File: config.mk
export PLATFORM = sky130hd
export DESIGN_NAME = sfn_ram
export DESIGN_NICKNAME = d
export VERILOG_FILES = /design/src/sfn_ram.sv
export SDC_FILE = /design/constraint.sdc
export NUM_CORES = 2
export LEC_CHECK = 0
export ABC_CLOCK_PERIOD_IN_PS = 4950
export BUFFER_PORTS_ARGS = -buffer_cell sky130_fd_sc_hd__buf_4
export CAP_MARGIN = 25
export CORE_ASPECT_RATIO = 1.25
export CORE_MARGIN = 1
export CORE_UTILIZATION = 51
export CTS_BUF_LIST = sky130_fd_sc_hd__clkbuf_4
export DETAILED_ROUTE_END_ITERATION = 8
export GPL_TIMING_DRIVEN = 0
export PLACE_DENSITY = 0.74
export SYNTH_ARGS = -nofsm -noshare
export SYNTH_HDL_FRONTEND = slang
export SYNTH_SLANG_ARGS = --single-unit
File: constraint.sdc
create_clock -name clock -period 4.95 [get_ports clock]
set_input_delay 0.495 -clock clock [delete_from_list [all_inputs] [get_ports clock]]
set_output_delay 0.495 -clock clock [all_outputs]
set_load 0.05 [all_outputs]
File: src/sfn_ram.sv
// Generic single write port, single read port RAM with registered read data.
// No dependencies.
module sfn_ram #(
   parameter int WIDTH = 64,
   parameter int DEPTH = 32,
   localparam int AW = $clog2(DEPTH)
) (
   input  logic             clock,
   input  logic             we,
   input  logic [AW-1:0]    waddr,
   input  logic [WIDTH-1:0] wdata,
   input  logic [AW-1:0]    raddr,
   output logic [WIDTH-1:0] rdata
);

   logic [WIDTH-1:0] mem [DEPTH];
   logic [WIDTH-1:0] rdata_ff;

   always_ff @(posedge clock) begin
      if (we) begin
         mem[waddr] <= wdata;
      end
      rdata_ff <= mem[raddr];
   end

   assign rdata = rdata_ff;

endmodule

==> run summary <==
Top post-synthesis cells by area: edfxtp_1, mux4_2, dfxtp_1, mux2_2, mux2i_1
Hold Crit Endpoint: mem[28][45]$_DFFE_PP_
Layout cell share with drive strength beyond 1: 41.2%
Crit path cell chain: dlygate4sd3_1 -> buf_4 -> or3b_2 -> dlygate4sd3_1 -> nor2_4 -> buf_12 -> buf_12 -> buf_12
Hold Crit Depth: 2
Met3 Usage GRT: 6.33%
First-pass GRT wire length: 288000 um
DRC Markers: 0
# setup viols final: 0
Switch Pwr: 8180 uW
Required @ worst endpoint: 5980 ps
Detailed placer's ending HPWL: 129000 um
Critical setup path kind: in -> reg
Clock transition at the registers of the reported paths: 70 ps
GRT overflow: 0
Clock Power Share: 38.3%
Min-delay src: wdata[45]
Largest net degree at the start of global routing: 33
Final hold violations: 0
Final net count: 4087
Worst setup SP type: input pin
Worst path max stage delay: 750 ps
Global Route met2 Usage: 42.2%
CP max stage cell: nor2_4
I/O Pins: 140
Mapped Cells: 3097
Vias in the first global route: 41301
GRT Total Usage: 26.4%
Reg2Reg Depth: 3
Synthesized area: 0.0790 sq mm
Worst skew pair latency: 1430 ps
Unrepaired setup endpoints after global routing: no
Rows: 161
FMAX: 348 MHz
Initial Util: 51.3%
Area leader, netlist: edfxtp_1
WP data arrival: 3910 ps
Final core utilization: 60.6%
Sequential area share after synthesis: 79.5%
Clock Sinks: 2112
Num CTS Buffers: 495
Max Slew Vio Count: 0
Drt initial violations: 5552
Synthesized flop and latch total: 2112
Least-Margin Pin Slew: 1130 ps
Area Growth Syn to Fin: 18.1%
Die area: 0.156 sq mm
Fillers: 10429
Final period util: 58.1%
CTS H-tree lvls: 5
# port buffers: 135
Combinational fraction of design power: 6.5%
Worst clock skew: 113 ps
DR vias/cell: 6.19
Post-Place Cells: 5387
Post-CTS setup buffer count: 0
Crit Path Max Fanout: 20
Via count: 39825
R2R setup slack: 3040 ps
Non-filler cells, final: 6436
Detailed Route WL: 205000 um
Core area: 0.154 sq mm
Crit path top cell by count: buf_12
1st-pass router iterations: 5
Antenna violations before repair: 14
Synthesized net count: 3173
Worst slew margin: 24.7%
M1 GR Usage: 35.1%
Mean Syn Cell Area: 25.5 sq um
Routed Antenna Nets: 0
Share of the synthesized area in the top cell type: 77.9%
Tmin final: 2870 ps
CTS Buffer Depth: 4
Sw frac: 22.6%
Yosys cell types: 31
CTS Root Buffer Type: clkbuf_4
Yosys warnings: 0
Setup crit end kind: register
WL/cell: 31.8 um
P_leak: 0.0301 uW
Max VDD drop: 299 uV
Gp weighted congestion: 0.744
Overall die height: 442 um
Power Dens Cells: 387 mW/mm^2
Internal cell power: 28000 uW
Grt peak-use layer: met2
CTS tree: built
Reg-to-Reg Start: mem[23][45]$_DFFE_PP_
Max_cap viols: 0
Hold Path Class: in -> reg
Reg2Reg Capture Point: rdata[45]$_DFF_P_
Status: completed
Flop pwr share: 55.2%
Die Width: 354 um
power groups by stage:
| stage | clock network, uW | logic, uW | registers, uW |
|---|---|---|---|
| 2_1_floorplan | 0 | 998 | 20600 |
| 3_5_place_dp | 0 | 2210 | 20300 |
| 4_1_cts | 14000 | 2320 | 19900 |
| 5_1_grt | 14900 | 2420 | 20000 |
| 3_3_place_gp | 0 | 2090 | 20300 |
| 6_report | 13900 | 2330 | 19900 |
worst max path at each step:
stage | from | endpoint | cells past startpoint
4_1_cts | waddr[3] | mem[16][47]$_DFFE_PP_ | 8
3_3_place_gp | waddr[1] | mem[0][14]$_DFFE_PP_ | 4
2_1_floorplan | waddr[1] | mem[12][0]$_DFFE_PP_ | 3
6_report | waddr[3] | mem[16][47]$_DFFE_PP_ | 8
3_5_place_dp | raddr[2] | rdata[35]$_DFF_P_ | 7
5_1_grt | waddr[3] | mem[16][47]$_DFFE_PP_ | 8
registers in the layout (all words and copies together), names as in the netlist:
signal / count
rdata: 64
mem: 2048
routing by layer:
metal | part of all wire, % | routed length [um]
met2 | 49 | 101000
met4 | 3.7 | 7570
met3 | 11 | 23600
met5 | 0.040 | 82
met1 | 35 | 72600
cell usage after synthesis (all sizes together):
library cell,n
a211oi,3
a221oi,12
a22o,1
a22oi,3
and2,4
buf,101
clkbuf,55
dfxtp,64
edfxtp,2048
inv,1
mux2,74
mux2i,38
mux4,602
nand2,3
nand2b,2
nand3,2
nand3b,5
nor2,41
nor2b,4
o211ai,3
o21ai,9
o221ai,3
o22ai,10
o2bb2ai,3
o31a,3
or3,1
or3b,2
cell usage in the layout, fill, tap and decap left out, types with 38 or more instances in the layout:
cell type,netlist,routed
mux4_2,602,602
dfxtp_1,64,64
clkbuf_4,0,715
mux2i_1,38,38
mux2_2,74,74
edfxtp_1,2048,2048
buf_2,65,66
buf_4,14,150
clkbuf_1,55,54
buf_12,0,86
clkinv_1,0,132
dlygate4sd3_1,0,152
timing repair:
item / CTS / global route
hold buffers: 152 / 0
resized for setup: 0 / 0
hold endpoints to repair: 2472 / 0
critical path: cells and delay by family:
kind / cells / cell delay [ps]
buffers and inverters: 6 / 2160
and+or+nand+nor: 2 / 1200
logic make-up after synthesis:
| kind of cell | share of synthesized area (%) |
|---|---|
| simple gates | 0.379 |
| buf+inv | 0.944 |
| compound gates | 0.466 |
| mux | 18.7 |
| flops | 79.5 |
final cells by class:
type,instances,area (sq um),share of cell area [%]
antenna,4,10.0,0.0107
sequential,2112,62800,67.3
clock inverter,166,921,0.987
tap,2037,2550,2.73
inverter,1,3.75,0.00402
multi-input combinational,828,15700,16.8
clock buffer,715,5370,5.76
buffer,156,744,0.798
timing repair buffer,417,5200,5.58
metrics by stage:
step	TNS (ps)	setup slack, ps	power (uW)	hold WS (ps)	instance area (sq um)
floorplan	0	633	21600	594	79000
global placement	-7373350	-4110	22400	767	82500
detailed placement	0	1080	22500	772	85200
CTS	0	2160	36300	0.722	93100
global route	0	2020	37300	86.3	93300
finish	0	2080	36100	123	93300
(Power assumes the default switching activity.)
