<file path="config.mk">
export PLATFORM = sky130hd
export DESIGN_NAME = sfn_mul
export DESIGN_NICKNAME = d
export VERILOG_FILES = /design/src/sfn_pkg.sv /design/src/sfn_mul.sv
export SDC_FILE = /design/constraint.sdc
export NUM_CORES = 2
export LEC_CHECK = 0
export ABC_CLOCK_PERIOD_IN_PS = 9200
export BUFFER_PORTS_ARGS = -buffer_cell sky130_fd_sc_hd__buf_2
export CAP_MARGIN = 10
export CELL_PAD_IN_SITES_DETAIL_PLACEMENT = 1
export CELL_PAD_IN_SITES_GLOBAL_PLACEMENT = 1
export CORE_ASPECT_RATIO = 1.1
export CORE_UTILIZATION = 46
export CTS_BUF_LIST = sky130_fd_sc_hd__clkbuf_16
export DETAILED_ROUTE_END_ITERATION = 10
export PLACE_DENSITY = 0.86
export SLEW_MARGIN = 20
export SYNTH_ARGS = -nofsm -noshare
export SYNTH_HDL_FRONTEND = slang
export SYNTH_SLANG_ARGS = --single-unit
</file>
<file path="constraint.sdc">
create_clock -name clock -period 9.2 [get_ports clock]
set_clock_uncertainty 0.05 [all_clocks]
set_input_delay 2.76 -clock clock [delete_from_list [all_inputs] [get_ports clock]]
set_output_delay 2.76 -clock clock [all_outputs]
set_load 0.005 [all_outputs]
</file>
<file path="src/sfn_pkg.sv">
// Shared constants and types for the spline fit normal equation accumulator.
// No dependencies.
package sfn_pkg;

   localparam int MAX_KNOTS_DEF = 32;
   localparam int MAX_ORDER_DEF = 5;

   localparam logic [2:0] OP_LOAD   = 3'd0;
   localparam logic [2:0] OP_ADD    = 3'd1;
   localparam logic [2:0] OP_RD_SUM = 3'd2;
   localparam logic [2:0] OP_RD_OFF = 3'd3;
   localparam logic [2:0] OP_CLEAR  = 3'd4;

   localparam logic [1:0] ST_OK    = 2'd0;
   localparam logic [1:0] ST_RANGE = 2'd1;
   localparam logic [1:0] ST_SAT   = 2'd2;

   localparam logic [1:0] CSR_KNOTS  = 2'd0;
   localparam logic [1:0] CSR_ORDER  = 2'd1;
   localparam logic [1:0] CSR_WEIGHT = 2'd2;

   localparam logic signed [63:0] Q32_ONE = 64'sh0000_0001_0000_0000;
   localparam logic signed [63:0] S64_MAX = 64'sh7FFF_FFFF_FFFF_FFFF;
   localparam logic signed [63:0] S64_MIN = 64'sh8000_0000_0000_0000;

   typedef struct packed {
      logic done;
      logic sat;
   } mul_rsp_type;

endpackage

</file>
<file path="src/sfn_mul.sv">
// Multi-cycle signed 64x64 multiply, floor shift right by 16, saturated to 64 bits.
// Uses sfn_pkg for the response struct and saturation limits.
module sfn_mul (
   input  logic                clock,
   input  logic                reset,
   input  logic                start,
   input  logic signed [63:0]  op_a,
   input  logic signed [63:0]  op_b,
   output logic signed [63:0]  result,
   output sfn_pkg::mul_rsp_type rsp
);
   import sfn_pkg::*;

   typedef enum logic [2:0] {
      U_IDLE = 3'b001,
      U_RUN  = 3'b010,
      U_FIN  = 3'b100
   } ustate_type;

   ustate_type state_ff, state_in;
   logic [63:0]  ua_ff, ua_in, ub_ff, ub_in;
   logic         neg_ff, neg_in;
   logic [2:0]   cnt_ff, cnt_in;
   logic [63:0]  pp_ff, pp_in;
   logic [1:0]   sh_ff, sh_in;
   logic [127:0] acc_ff, acc_in;
   logic signed [63:0] res_ff, res_in;
   logic         done_ff, done_in, sat_ff, sat_in;
   logic [31:0]  ah, bh;
   logic [127:0] pp_shifted, prod;
   logic [48:0]  hi;

   always_comb begin
      ah = cnt_ff[1] ? ua_ff[63:32] : ua_ff[31:0];
      bh = cnt_ff[0] ? ub_ff[63:32] : ub_ff[31:0];
      case (sh_ff)
         2'd0:    pp_shifted = {64'd0, pp_ff};
         2'd1:    pp_shifted = {32'd0, pp_ff, 32'd0};
         default: pp_shifted = {pp_ff, 64'd0};
      endcase
      prod = neg_ff ? (128'd0 - acc_ff) : acc_ff;
      hi   = prod[127:79];

      state_in = state_ff;
      ua_in    = ua_ff;
      ub_in    = ub_ff;
      neg_in   = neg_ff;
      cnt_in   = cnt_ff;
      pp_in    = pp_ff;
      sh_in    = sh_ff;
      acc_in   = acc_ff;
      res_in   = res_ff;
      done_in  = 1'b0;
      sat_in   = sat_ff;

      case (state_ff)
         U_IDLE: begin
            if (start) begin
               ua_in    = op_a[63] ? (64'd0 - op_a) : op_a;
               ub_in    = op_b[63] ? (64'd0 - op_b) : op_b;
               neg_in   = op_a[63] ^ op_b[63];
               cnt_in   = 3'd0;
               acc_in   = 128'd0;
               state_in = U_RUN;
            end
         end
         U_RUN: begin
            if (cnt_ff != 3'd4) begin
               pp_in = 64'(ah) * 64'(bh);
               sh_in = {1'b0, cnt_ff[0]} + {1'b0, cnt_ff[1]};
            end
            if (cnt_ff != 3'd0) begin
               acc_in = acc_ff + pp_shifted;
            end
            cnt_in = cnt_ff + 3'd1;
            if (cnt_ff == 3'd4) begin
               state_in = U_FIN;
            end
         end
         U_FIN: begin
            if ((&hi) || !(|hi)) begin
               res_in = prod[79:16];
               sat_in = 1'b0;
            end else begin
               res_in = prod[127] ? S64_MIN : S64_MAX;
               sat_in = 1'b1;
            end
            done_in  = 1'b1;
            state_in = U_IDLE;
         end
         default: state_in = U_IDLE;
      endcase
   end

   always_ff @(posedge clock) begin
      if (reset) begin
         state_ff <= U_IDLE;
         done_ff  <= 1'b0;
      end else begin
         state_ff <= state_in;
         done_ff  <= done_in;
      end
      ua_ff  <= ua_in;
      ub_ff  <= ub_in;
      neg_ff <= neg_in;
      cnt_ff <= cnt_in;
      pp_ff  <= pp_in;
      sh_ff  <= sh_in;
      acc_ff <= acc_in;
      res_ff <= res_in;
      sat_ff <= sat_in;
   end

   assign result   = res_ff;
   assign rsp.done = done_ff;
   assign rsp.sat  = sat_ff;

endmodule

</file>
==> flow_results.org <==
** Synth
- The synthesized design contains 395 register bits.
- Synthesis produced a netlist whose cell count is 6710.
- For this run, the leading register cell type out of synthesis is sky130_fd_sc_hd__edfxtp_1.
- Fraction of registers with async set/reset :: 0%
- After synthesis, the largest area contributor takes up 29.3% of total cell area.
- Top cells by instance count after synthesis :: sky130_fd_sc_hd__inv_1, sky130_fd_sc_hd__fa_1, sky130_fd_sc_hd__nor2_1
- A synthesized cell averages 9.14 sq um.
- Sequential elements use 19.3% of the synthesized area.
- The mapped netlist covers 61300 sq um.
- Unique masters post-synth :: 87
- Counting flops with a built-in enable in the synthesized netlist gives 391.
- Syn nets :: 8132
- Synth Warn # :: 0
- In the post-synthesis netlist, the biggest area contributors are sky130_fd_sc_hd__fa_1, sky130_fd_sc_hd__edfxtp_1, sky130_fd_sc_hd__ha_1.
- The largest total area in the synthesized netlist belongs to sky130_fd_sc_hd__fa_1.
- Most repeated cell in the gate-level netlist after synthesis :: sky130_fd_sc_hd__inv_1

** Timing
- Final setup violation count :: 0
- Worst path setup slack after routing :: 0.0205 ns
- For the pin with the worst max-slew slack, the measured transition is 1.25 ns.
- Peak clock frequency supported by timing :: 109 MHz
- The routed design could run at a clock period as short as 9.18 ns.
- For the final routed database, the setup TNS stands at 0 ns.
- The final hold violation count is 0.
- The final number of max-transition violations is 0.
- Worst max-slew margin expressed relative to the limit :: 16.8%
- Post-route clock period utilization :: 99.8%

** Final layout
- Fraction of final layout cells sized beyond drive strength 1 :: 9.50%
- After filler insertion, the fill cell instance count of the layout stands at 15218.
- Net count reported at finish :: 8236
- FF/Latch Area :: 11800 sq um
- Summing all multi-input logic gate instances after layout gives 45000 sq um.
- Post-Route Utilization :: 50.6%
- Growth of design area from synthesis to finish :: 9.19%
- The finished layout holds 8626 standard cells, fillers aside.

** Global routing
- The first global-routing pass estimated 347000 um of wire.
- Largest net degree at the start of global routing :: 129
- Via count of the first global-routing pass :: 56988
- The total overflow left after global routing is 0.
- Initial antenna violation count :: 4
- Global routing used 34.5% of the available tracks.

** Worst setup path
- Data arrives at the worst endpoint at 9.53 ns.
- The largest single stage delay on the critical path is 0.58 ns.
- The endpoint identified for the worst register-to-register timing path is pp_ff[48].
- CP Capture Type :: flop
- Instance count on the critical path :: 27
- Crit path kind :: reg2reg
- On the critical path the largest part of the delay comes from adder cells.
- Counting stages on the worst path, the most repeated cell is sky130_fd_sc_hd__fa_1.
- Maximum fanout along the worst path :: 17
- In this run the critical register-to-register path is launched from cnt_ff[1].
- WP data required :: 9.55 ns
- Measured in cells, the most critical reg-to-reg path has a length of 27.
- Cell at the slowest stage of the critical path :: sky130_fd_sc_hd__fa_1
- In this run the register-to-register setup slack is 0.02 ns.
- Buffers & Inverters on Critical Path :: 5
- STA classifies the critical path startpoint as a flop.

** Hold path
- Worst Hold Path EP :: state_ff[0]
- Worst hold stages :: 2
- In this run the most critical hold path is launched from state_ff[0].
- The path class of the tightest hold or removal check is reg2reg.

** Clock tree
- TritonCTS clock tree :: done
- The clock passes through at most 3 buffers.
- Post-cts hold buffer count :: 0
- H-tree Lvls :: 2
- TritonCTS created 47 clock buffers.
- The root buffer cell chosen for the clock tree is sky130_fd_sc_hd__clkbuf_16.
- Later-pin clock latency in the skew report :: 0.67 ns
- Clock-pin slew was measured on the worst setup and hold paths at 0.06 ns.
- Sinks on Clock Net :: 395

** Job
- The tool flagged a number of max-cap violations equal to 0.

** Detailed routing
- After detailed routing, the average wire length per cell comes to 27.0 um.
- The first detailed-routing pass ran for 6 iterations.
- Vias :: 51899
- Using the TritonRoute via totals, the vias-per-cell ratio works out to 6.02.
- The detail route stage leaves a number of antenna-violating nets equal to 0.
- The routed design has 233000 um of wire.
- In the routed design, unresolved DRC markers number 0.
- For this block, the initial DRC count from the detailed router was 4203.

** Die
- The floorplan step defined a die boundary enclosing 135000 sq um.
- 197 I/O pins were placed.
- DIE WIDTH :: 350 um
- Initial core utilization :: 46.4%
- Placeable core region :: 132000 sq um
- In this run the core area contains 140 standard-cell rows.
- The floorplan step set the die height to 385 um.

** Place
- The count of buffers added on input and output ports is 196.
- The congestion estimate from routability-driven global placement came to 1.03.
- Placed instance count :: 8532
- The HPWL after detailed placement is 193000 um.
- Post-placement worst setup slack :: -0.312 ns

** Run status
- Status :: completed
-- final cells by class --
class	instances	area share, %
Clock inverter	38	0.617
Tap cell	1775	3.32
Multi-Input combinational cell	5034	67.3
Sequential cell	395	17.7
Timing Repair Buffer	401	4.15
Antenna cell	1	0.00374
Inverter	935	5.24
Clock buffer	47	1.76
-- worst register-to-register path, stage by stage (launching register included) --
cell,delay [ns]
sky130_fd_sc_hd__edfxtp_1,0.43
sky130_fd_sc_hd__buf_4,0.17
sky130_fd_sc_hd__clkbuf_16,0.19
sky130_fd_sc_hd__mux2i_2,0.38
sky130_fd_sc_hd__buf_4,0.41
sky130_fd_sc_hd__nor2_1,0.14
sky130_fd_sc_hd__fa_1,0.55
sky130_fd_sc_hd__inv_1,0.05
sky130_fd_sc_hd__fa_1,0.47
sky130_fd_sc_hd__fa_1,0.56
sky130_fd_sc_hd__fa_1,0.58
sky130_fd_sc_hd__inv_1,0.08
sky130_fd_sc_hd__fa_1,0.56
sky130_fd_sc_hd__fa_1,0.44
sky130_fd_sc_hd__fa_1,0.51
sky130_fd_sc_hd__fa_1,0.46
sky130_fd_sc_hd__ha_1,0.34
sky130_fd_sc_hd__a21o_1,0.19
sky130_fd_sc_hd__a21oi_1,0.34
sky130_fd_sc_hd__o21ai_0,0.20
sky130_fd_sc_hd__a21oi_2,0.26
sky130_fd_sc_hd__a21oi_2,0.14
sky130_fd_sc_hd__or2_2,0.32
sky130_fd_sc_hd__a221o_1,0.33
sky130_fd_sc_hd__a21oi_1,0.25
sky130_fd_sc_hd__nor2_1,0.09
sky130_fd_sc_hd__a221oi_1,0.35
sky130_fd_sc_hd__xnor2_1,0.10
-- state kept, by name, indices dropped and copies added (netlist names) --
register	cells
acc_ff	128
cnt_ff	3
done_ff	1
neg_ff	1
pp_ff	64
result	64
sat_ff	1
sh_ff	2
state_ff	3
ua_ff	64
ub_ff	64
-- stage by stage --
stage               hold slack (ns)  cell area (sq um)
floorplan                     0.507              61300
detailed placement            0.646              65100
finish                        0.660              67000
global placement              0.600              65100
CTS                           0.661              66700
global route                  0.693              67000
-- kinds of logic after synthesis --
group / Yosys count / share of synthesized area (%)
compound gates: 942 / 9.97
flops: 395 / 19.3
mux: 221 / 3.73
buf+inv: 1281 / 7.95
xor+xnor: 403 / 5.76
simple gates: 2177 / 16.0
fa+ha+maj: 1291 / 37.3
-- layer usage --
metal	up-vias	GRT usage, %	part of all wire (%)
met5	-	0	0.011
met4	4	25.2	8.8
met3	856	5.54	7.5
met2	2550	57.7	47
met1	26269	40.0	36
li1	22220	-	-
-- worst max-delay path by stage --
stage | from | to | slack (ns)
after CTS | cnt_ff[0] | pp_ff[63] | 0.03
after global placement | cnt_ff[1] | pp_ff[48] | -0.07
after global routing | cnt_ff[1] | pp_ff[48] | -0.04
after floorplan | cnt_ff[1] | pp_ff[60] | 0.10
after detailed placement | cnt_ff[1] | pp_ff[63] | -0.31
final | cnt_ff[1] | pp_ff[48] | 0.02
-- what timing repair did --
action,CTS,global route
gates cloned,0,3
endpoints found under the setup margin,13,14
gates resized for setup,3,35
endpoints found under the hold margin,0,0
buffers inserted,0,5
-- cells in the final DEF (no fill, tap or decap), types with 170 or more instances in the layout --
master / netlist / final
sky130_fd_sc_hd__inv_1: 934 / 940
sky130_fd_sc_hd__fa_1: 897 / 897
sky130_fd_sc_hd__nor2_1: 893 / 890
sky130_fd_sc_hd__nand2_1: 673 / 673
sky130_fd_sc_hd__ha_1: 394 / 394
sky130_fd_sc_hd__edfxtp_1: 391 / 391
sky130_fd_sc_hd__a21oi_1: 249 / 246
sky130_fd_sc_hd__xnor2_1: 233 / 232
sky130_fd_sc_hd__o21ai_0: 203 / 201
sky130_fd_sc_hd__buf_2: 1 / 195
sky130_fd_sc_hd__buf_4: 3 / 176
sky130_fd_sc_hd__xor2_1: 170 / 170
Power is not shown: default switching activity piles up to over one toggle a cycle in this logic, so the estimate is an artifact.
